File: src/rtl/sce_pkg.sv
package sce_pkg;

	// Fixed-point constants
	localparam int ONE_Q        = 16384;
	localparam int HALF_TURN    = 32768;
	localparam int QW           = 18;    // quotient bits of the shared divider
	localparam int CORDIC_STEPS = 15;
	localparam int CW           = 26;    // CORDIC vector width
	localparam int ZW           = 18;    // angle accumulator width
	localparam int AW           = 18;    // table entry and result width
	localparam int ANGLE_MIN    = -32768;
	localparam int ANGLE_MAX    = 98304;

	typedef enum logic [0:0] {
		OP_LOAD   = 1'b0,
		OP_SAMPLE = 1'b1
	} op_t;

	typedef enum logic [2:0] {
		REG_ENABLE = 3'd0,
		REG_MIN_X  = 3'd1,
		REG_MAX_X  = 3'd2,
		REG_MIN_Y  = 3'd3,
		REG_MAX_Y  = 3'd4
	} reg_idx_t;

	typedef enum logic [4:0] {
		ST_IDLE, ST_DECIDE,
		ST_NX, ST_DXG, ST_DXW,
		ST_NY, ST_DYG, ST_DYW,
		ST_CINIT, ST_CRUN,
		ST_RD0, ST_JMP, ST_URD, ST_UCHK, ST_DRD, ST_DCHK, ST_ORD, ST_OCHK,
		ST_MUL, ST_DSET, ST_DG, ST_DW, ST_FIN, ST_EMIT
	} state_t;

	// Controller to datapath commands
	typedef struct packed {
		logic latch;
		logic load_we;
		logic res_zero;
		logic res_last;
		logic norm_x;
		logic norm_y;
		logic store_x;
		logic store_y;
		logic div_start;
		logic cor_init;
		logic cor_step;
		logic rd_p;
		logic rd_pm1;
		logic jump;
		logic up_step;
		logic dn_step;
		logic store_under;
		logic store_over;
		logic mul;
		logic dset;
		logic finish;
		logic emit;
	} cmd_t;

	// Datapath to controller status
	typedef struct packed {
		logic op_load;
		logic enabled;
		logic disc;
		logic div_busy;
		logic cor_last;
		logic up_go;
		logic dn_go;
		logic out_free;
	} st_t;

	// Arctangent of 2^-i in units where 65536 is one turn
	function automatic logic [13:0] atan_unit(input logic [3:0] i);
		logic [13:0] v;
		unique case (i)
			4'd0:    v = 14'd8192;
			4'd1:    v = 14'd4836;
			4'd2:    v = 14'd2555;
			4'd3:    v = 14'd1297;
			4'd4:    v = 14'd651;
			4'd5:    v = 14'd326;
			4'd6:    v = 14'd163;
			4'd7:    v = 14'd81;
			4'd8:    v = 14'd41;
			4'd9:    v = 14'd20;
			4'd10:   v = 14'd10;
			4'd11:   v = 14'd5;
			4'd12:   v = 14'd3;
			4'd13:   v = 14'd1;
			4'd14:   v = 14'd1;
			default: v = 14'd0;
		endcase
		return v;
	endfunction

endpackage

File: src/rtl/sce_ctrl.sv
module sce_ctrl (
	input  logic             clk,
	input  logic             arst_n,
	input  logic             s_valid,
	output logic             s_ready,
	output sce_pkg::cmd_t    cmd,
	input  sce_pkg::st_t     st
);

	sce_pkg::state_t state_q;
	sce_pkg::state_t state_d;

	always_ff @(posedge clk or negedge arst_n) begin
		if (!arst_n)
			state_q <= sce_pkg::ST_IDLE;
		else
			state_q <= state_d;
	end

	assign s_ready = (state_q == sce_pkg::ST_IDLE);

	// Next state
	always_comb begin
		state_d = state_q;
		unique case (state_q)
			sce_pkg::ST_IDLE:   if (s_valid) state_d = sce_pkg::ST_DECIDE;
			sce_pkg::ST_DECIDE: begin
				priority if (st.op_load)  state_d = sce_pkg::ST_IDLE;
				else if (!st.enabled)     state_d = sce_pkg::ST_EMIT;
				else if (st.disc)         state_d = sce_pkg::ST_EMIT;
				else                      state_d = sce_pkg::ST_NX;
			end
			sce_pkg::ST_NX:     state_d = sce_pkg::ST_DXG;
			sce_pkg::ST_DXG:    state_d = sce_pkg::ST_DXW;
			sce_pkg::ST_DXW:    if (!st.div_busy) state_d = sce_pkg::ST_NY;
			sce_pkg::ST_NY:     state_d = sce_pkg::ST_DYG;
			sce_pkg::ST_DYG:    state_d = sce_pkg::ST_DYW;
			sce_pkg::ST_DYW:    if (!st.div_busy) state_d = sce_pkg::ST_CINIT;
			sce_pkg::ST_CINIT:  state_d = sce_pkg::ST_CRUN;
			sce_pkg::ST_CRUN:   if (st.cor_last) state_d = sce_pkg::ST_RD0;
			sce_pkg::ST_RD0:    state_d = sce_pkg::ST_JMP;
			sce_pkg::ST_JMP:    state_d = sce_pkg::ST_URD;
			sce_pkg::ST_URD:    state_d = sce_pkg::ST_UCHK;
			sce_pkg::ST_UCHK:   state_d = st.up_go ? sce_pkg::ST_URD : sce_pkg::ST_DRD;
			sce_pkg::ST_DRD:    state_d = sce_pkg::ST_DCHK;
			sce_pkg::ST_DCHK:   state_d = st.dn_go ? sce_pkg::ST_DRD : sce_pkg::ST_ORD;
			sce_pkg::ST_ORD:    state_d = sce_pkg::ST_OCHK;
			sce_pkg::ST_OCHK:   state_d = sce_pkg::ST_MUL;
			sce_pkg::ST_MUL:    state_d = sce_pkg::ST_DSET;
			sce_pkg::ST_DSET:   state_d = sce_pkg::ST_DG;
			sce_pkg::ST_DG:     state_d = sce_pkg::ST_DW;
			sce_pkg::ST_DW:     if (!st.div_busy) state_d = sce_pkg::ST_FIN;
			sce_pkg::ST_FIN:    state_d = sce_pkg::ST_EMIT;
			sce_pkg::ST_EMIT:   if (st.out_free) state_d = sce_pkg::ST_IDLE;
			default:            state_d = sce_pkg::ST_IDLE;
		endcase
	end

	// Commands
	always_comb begin
		cmd       = '0;
		cmd.latch = s_valid && (state_q == sce_pkg::ST_IDLE);
		unique case (state_q)
			sce_pkg::ST_DECIDE: begin
				cmd.load_we  = st.op_load;
				cmd.res_zero = !st.op_load && !st.enabled;
				cmd.res_last = !st.op_load && st.enabled && st.disc;
			end
			sce_pkg::ST_NX:    cmd.norm_x = 1'b1;
			sce_pkg::ST_NY:    cmd.norm_y = 1'b1;
			sce_pkg::ST_DXG,
			sce_pkg::ST_DYG,
			sce_pkg::ST_DG:    cmd.div_start = 1'b1;
			sce_pkg::ST_DXW:   cmd.store_x = !st.div_busy;
			sce_pkg::ST_DYW:   cmd.store_y = !st.div_busy;
			sce_pkg::ST_CINIT: cmd.cor_init = 1'b1;
			sce_pkg::ST_CRUN:  cmd.cor_step = 1'b1;
			sce_pkg::ST_RD0,
			sce_pkg::ST_URD,
			sce_pkg::ST_ORD:   cmd.rd_p = 1'b1;
			sce_pkg::ST_DRD:   cmd.rd_pm1 = 1'b1;
			sce_pkg::ST_JMP:   cmd.jump = 1'b1;
			sce_pkg::ST_UCHK:  cmd.up_step = st.up_go;
			sce_pkg::ST_DCHK: begin
				cmd.dn_step     = st.dn_go;
				cmd.store_under = !st.dn_go;
			end
			sce_pkg::ST_OCHK:  cmd.store_over = 1'b1;
			sce_pkg::ST_MUL:   cmd.mul = 1'b1;
			sce_pkg::ST_DSET:  cmd.dset = 1'b1;
			sce_pkg::ST_FIN:   cmd.finish = 1'b1;
			sce_pkg::ST_EMIT:  cmd.emit = st.out_free;
			default: ;
		endcase
	end

endmodule

File: config.mk
export PLATFORM = sky130hd
export DESIGN_NAME = sce_ctrl
export DESIGN_NICKNAME = d
export VERILOG_FILES = /design/src/rtl/sce_pkg.sv /design/src/rtl/sce_ctrl.sv
export SDC_FILE = /design/constraint.sdc
export NUM_CORES = 1
export LEC_CHECK = 0
export BUFFER_PORTS_ARGS = -buffer_cell sky130_fd_sc_hd__buf_2
export CORE_MARGIN = 4
export CORE_UTILIZATION = 40
export CTS_CLUSTER_DIAMETER = 30
export CTS_CLUSTER_SIZE = 8
export DETAILED_ROUTE_END_ITERATION = 8
export PLACE_DENSITY = 0.7
export SLEW_MARGIN = 20
export SYNTH_ARGS = -nofsm -noshare
export SYNTH_HDL_FRONTEND = slang
export SYNTH_SLANG_ARGS = --single-unit
File: constraint.sdc
create_clock -name clk -period 1.9 [get_ports clk]
set_input_delay 0.19 -clock clk [delete_from_list [all_inputs] [get_ports clk]]
set_output_delay 0.19 -clock clk [all_outputs]
set_load 0.005 [all_outputs]
# Word level (Yosys, flattened, before mapping)
# Cells that the tools add are included.
[classes]
addsub = 0
n_mul = 0
n_div = 0
order_cmp = 0
n_eq_ne = 29
shift = 0
mux = 30
bitwise_logic = 0
n_reduce_logical = 12
[ops]
columns = ["operator", "count"]
rows = [
  ["$pmux 5 s24", 1],
  ["$mux 5", 10],
  ["$eq 5x4->1 const B", 8],
  ["$eq 5x5->1 const B", 8],
  ["$eq 5x3->1 const B", 4],
  ["$mux 1", 16],
  ["$ne 2x2->1 const B", 6],
  ["$eq 5x2->1 const B", 2],
  ["$reduce_and 6->1", 1],
  ["$reduce_or 3->1", 2],
  ["$eq 5x1->1 const B", 1],
  ["$logic_not 5->1", 1],
  ["$logic_and 1x1->1", 4],
  ["$logic_not 1->1", 4],
  ["$mux 2", 2],
  ["$mux 3", 1],
]
[word_totals]
ff_bits = 5
latchBits = 0
ram_bits = 0
mem_bits_ro = 0
inputBits = 11
output_inout_bits = 23
mem_count = 0

# Longest topological paths before layout
[logic_depth]
depth_word = 4
ltp_mapped = 6

# Worst setup path after synthesis
# OpenSTA, ideal clock, no wires.
[synth_timing]
path_kind = "reg-to-reg"
from = "register state_q[2]"
to = "register state_q[0]"
arrival_time_ns = 1.559
required_ns = 1.773
slack_ns = 0.213
stages_incl_launch_ff = 6
n_path_buf = 1
path_cell_list = "dfrtp_1 or3_1 buf_6 nor4_4 nor4_4 mux2_1"
[synth_between]
elab_chain_cells = 3
[synth_lines]
columns = ["item", "line", "source"]
rows = [
  ["from (decl)", "sce_ctrl.sv:10", "sce_pkg::state_t state_q;"],
  ["from (signal assigned)", "sce_ctrl.sv:15", "state_q <= sce_pkg::ST_IDLE;"],
  ["from (signal assigned)", "sce_ctrl.sv:17", "state_q <= state_d;"],
  ["$eq 5x3->1 (tied with other cells)", "sce_ctrl.sv:25", "unique case (state_q)"],
  ["$ne 2x2->1 (no source line)", "n/a", ""],
  ["$reduce_and 6->1 (no source line)", "n/a", ""],
]
# Several ways; a longest one is shown, not always the timed one.
# A chain may end at the register's enable or synchronous reset.

==> impl.org <==
** Run status
- Run status :: finished, final reports clean

** Run
- Across the run, the number of max-cap violations was 0.

** Global routing
- Global route hottest layer :: met2
- Total GRT Usage :: 18.55%
- Initial antenna violation count :: 0
- Wire length of the first global-routing pass :: 3588 um
- For this run, global-route usage on met3 was measured as 3.207%.
- The number of global-route vias before repair is 820.
- Global routing used 21.24% of the available met1 tracks.
- Congestion Overflow GR :: 0
- Maximum number of pins on one net before global-route repair :: 20
- For met2 alone, demand over resource in global routing was 30.69%.

** Logic synthesis
- Post-synthesis share of cell area spent on xor and xnor gates :: 3.553%
- The number of nets handed over by synthesis was 109.
- Cell type contributing the most total cell area after synthesis :: sky130_fd_sc_hd__dfrtp_1
- Per-instance average area after synthesis :: 7.546 um2
- Multiplexer cells account for 3.553% of the synthesized area.
- The netlist uses 38 different library cells.
- Area share of and/or/nand/nor cells after synthesis :: 49.41%
- The share of synthesized area in the top cell type comes to 16.92%.
- Number of register bits inferred by synthesis :: 5
- In the post-synthesis netlist, the biggest area contributors are sky130_fd_sc_hd__dfrtp_1 (17%), sky130_fd_sc_hd__nor3_1 (8.8%), sky130_fd_sc_hd__nor2_1 (7.6%), sky130_fd_sc_hd__nor4_4 (5.8%), sky130_fd_sc_hd__nor4b_1 (4.7%).
- Sequential cell area fraction in the yosys report :: 16.92%
- The Yosys step of the flow raised 0 warnings.
- The synthesized netlist devotes 17.26% of its cell area to compound gates.
- Adder-cell share of the synthesized area :: 0%
- Cells after Synth :: 98
- The synthesized netlist occupies a cell area of 739.5 um2.
- Dominant combinational cell family by area after synthesis :: simple AND/OR/NAND/NOR gates

** Min path
- Hold/Removal Path Class :: in2async

** Worst setup path
- The signal on the critical path passes through or3_4, nor3_1, and2_1, buf_2.
- Largest delay contributor family on the critical path :: simple AND/OR/NAND/NOR gates
- At the worst endpoint, the required time is 1.71 ns.
- Crit path launch type :: flip-flop
- STA puts the critical path data arrival time at 1.63 ns.
- In this design, the stage delay of the slowest critical-path cell is 0.48 ns.
- Endpoint type of the worst setup path :: output port
- Depth of the most critical reg-to-reg path :: 5
- Setup CP Type :: reg2out
- Worst Path Buf+Inv :: 1
- Stages on worst setup path :: 4
- Along the worst path, the maximum fanout reaches 9.
- Master of the slowest instance on the critical path :: sky130_fd_sc_hd__or3_4

** Finish
- Largest register FFs :: 5
- Finished Core Util :: 57.78%
- Ranked by flip-flop count, first place goes to state_q.
- Diodes inserted :: 0
- Net count, final :: 147
- From synthesis to final layout, the design area changed by 36.38%.
- Largest registers :: state_q (5)
- Share of post-route cells with drive strength above 1 :: 42.22%

** Clock tree
- CTS max path bufs :: 2
- Sink Count :: 5
- CTS built an H-tree with a depth of 1.
- TritonCTS built the clock tree.
- CTS clk-pin slew, worst paths :: 0.05 ns
- At the later pin of the worst-skew pair, clock insertion delay measures 0.25 ns.
- Cts bufs inserted :: 3
- CTS root buf :: sky130_fd_sc_hd__clkbuf_4

** Timing
- On the final layout, the worst clock skew is 0.002292 ns.
- Setup repair after global routing left no endpoint under its margin.
- Final max-slew violation count :: 0
- Setup violations remaining at the end of the flow were counted as 0.
- The final hold violation count was 0.
- At the pin with the least slew margin, the transition time is 0.3950 ns.
- Post-route minimum period :: 1.817 ns
- Summed over all failing endpoints, the final setup total negative slack is 0 ns.
- Dividing the final minimum period by the clock period gives 95.65%.
- Highest achievable clock rate :: 550.2 MHz
- Normalized max-slew margin :: 73.47%

** Floorplanning
- Area of the core :: 1745 um2
- Once the floorplan was initialized, standard cells occupied 42.37% of the core.
- The die covers 2600 um2.
- Core Rows :: 15
- Die X-Extent :: 51.00 um
- 34 I/O pins were placed.
- Chip Height :: 51.00 um

** Pwr
- Pwr/cell area :: 1554 nW/um2
- Worst vdd rail ir drop :: 0.6700 mV
- Summed over all cells, the static leakage comes to 0.4670 nW.

** Drt
- In the routed design, unresolved DRC markers number 0.
- The routed layout has 891 vias.
- The first TritonRoute pass finished after 4 iterations.
- Detail Route Antenna Nets :: 0
- After detailed routing, the average wire length per cell comes to 13.88 um.
- Total wire length after detailed routing :: 2221 um
- For this block, the initial DRC count from the detailed router was 15.
- In the routed layout, each cell is associated on average with a via count of 5.569.

** Placed design
- DPL Wire Length :: 1754 um
- Input and output buffers added on the ports amount to 33.
- Placer congestion estimate :: 0.8393
worst paths after layout:
path	start	endpoint	slack [ns]
max in group asynchronous	arst_n	state_q[0]	1.49
worst max register to register	state_q[4]	state_q[0]	0.15
worst max-delay path	state_q[4]	cmd[21]	0.08
worst min-delay path	arst_n	state_q[1]	0.27
min in group clk	st[3]	state_q[3]	0.33
worst min register to register	state_q[1]	state_q[1]	0.68
per-layer routing:
layer | part of all wire [%] | routed length (um)
met3 | 5.9 | 131
met1 | 42 | 941
met5 | 0 | 0
met2 | 48 | 1065
met4 | 3.7 | 83
logic make-up (layout without fill, tap and decap cells):
group,after synthesis,count (layout)
muxes,2,2
buffers and inverters,15,52
xor gates and xnor gates,3,3
AOI/OAI and AO/OA,14,14
DFF,5,5
and+or+nand+nor,59,59
layout make-up:
cell class	count	area [um2]
inverter	5	18.77
fill	176	737.0
tap	25	31.28
sequential	5	127.6
clock buffer	4	26.28
timing repair buffer	43	242.7
multi-input combinational	78	561.8
cell usage after synthesis (all sizes together):
library cell	n
a2111oi	1
a211oi	1
a21oi	3
a221oi	1
a2bb2oi	1
a31o	1
a31oi	2
a32oi	2
and2	2
and3	1
buf	8
clkbuf	2
dfrtp	5
inv	5
mux2	2
nand2	6
nand2b	3
nand3	1
nand3b	2
nand4b	1
nand4bb	1
nor2	15
nor3	14
nor3b	2
nor4	4
nor4b	4
nor4bb	1
o2bb2ai	1
o31ai	1
or2	1
or3	1
xnor2	2
xor2	1
per-stage QoR:
step                hold slack (ns)  instances  instance area (um2)  total power [mW]  setup WS, ns
floorplan                   -0.1056         98                739.5             1.082        0.2134
CTS                          0.2796        159                987.2             1.551       0.02740
detailed placement          0.01143        154                945.9             1.406       0.06228
global route                 0.2911        160                 1008             1.701       0.01137
finish                       0.2688        160                 1008             1.567       0.08262
global placement           0.005245        154                945.9             1.370        0.1190
placed cells by master (no fill, tap or decap), types with 2 or more instances in the layout:
cell type,count
sky130_fd_sc_hd__buf_2,33
sky130_fd_sc_hd__nor3b_1,2
sky130_fd_sc_hd__dfrtp_2,2
sky130_fd_sc_hd__nor3_1,12
sky130_fd_sc_hd__nor2_1,15
sky130_fd_sc_hd__a21oi_1,3
sky130_fd_sc_hd__a32oi_1,2
sky130_fd_sc_hd__and2_1,2
sky130_fd_sc_hd__clkbuf_4,3
sky130_fd_sc_hd__nand3b_1,2
sky130_fd_sc_hd__buf_4,9
sky130_fd_sc_hd__inv_1,5
sky130_fd_sc_hd__dfrtp_1,3
sky130_fd_sc_hd__nand2_1,6
sky130_fd_sc_hd__nor4b_1,4
sky130_fd_sc_hd__a31oi_1,2
sky130_fd_sc_hd__xnor2_1,2
sky130_fd_sc_hd__nor4_4,2
sky130_fd_sc_hd__nand2b_1,3
what timing repair did:
item	CTS	global route
pin swaps	0	1
resized for setup	1	4
buffers inserted	0	1
cloned	0	0
hold endpoints to repair	5	0
setup endpoints to repair	1	8
hold buffers	1	0
power by group:
group	internal, mW	total (mW)	switching (mW)
Combinational	0.537	1.19	0.657
Clock	0.0798	0.130	0.0502
Sequential	0.165	0.244	0.0781
Total	0.782	1.57	0.785
Power figures use the tool's default switching activity.
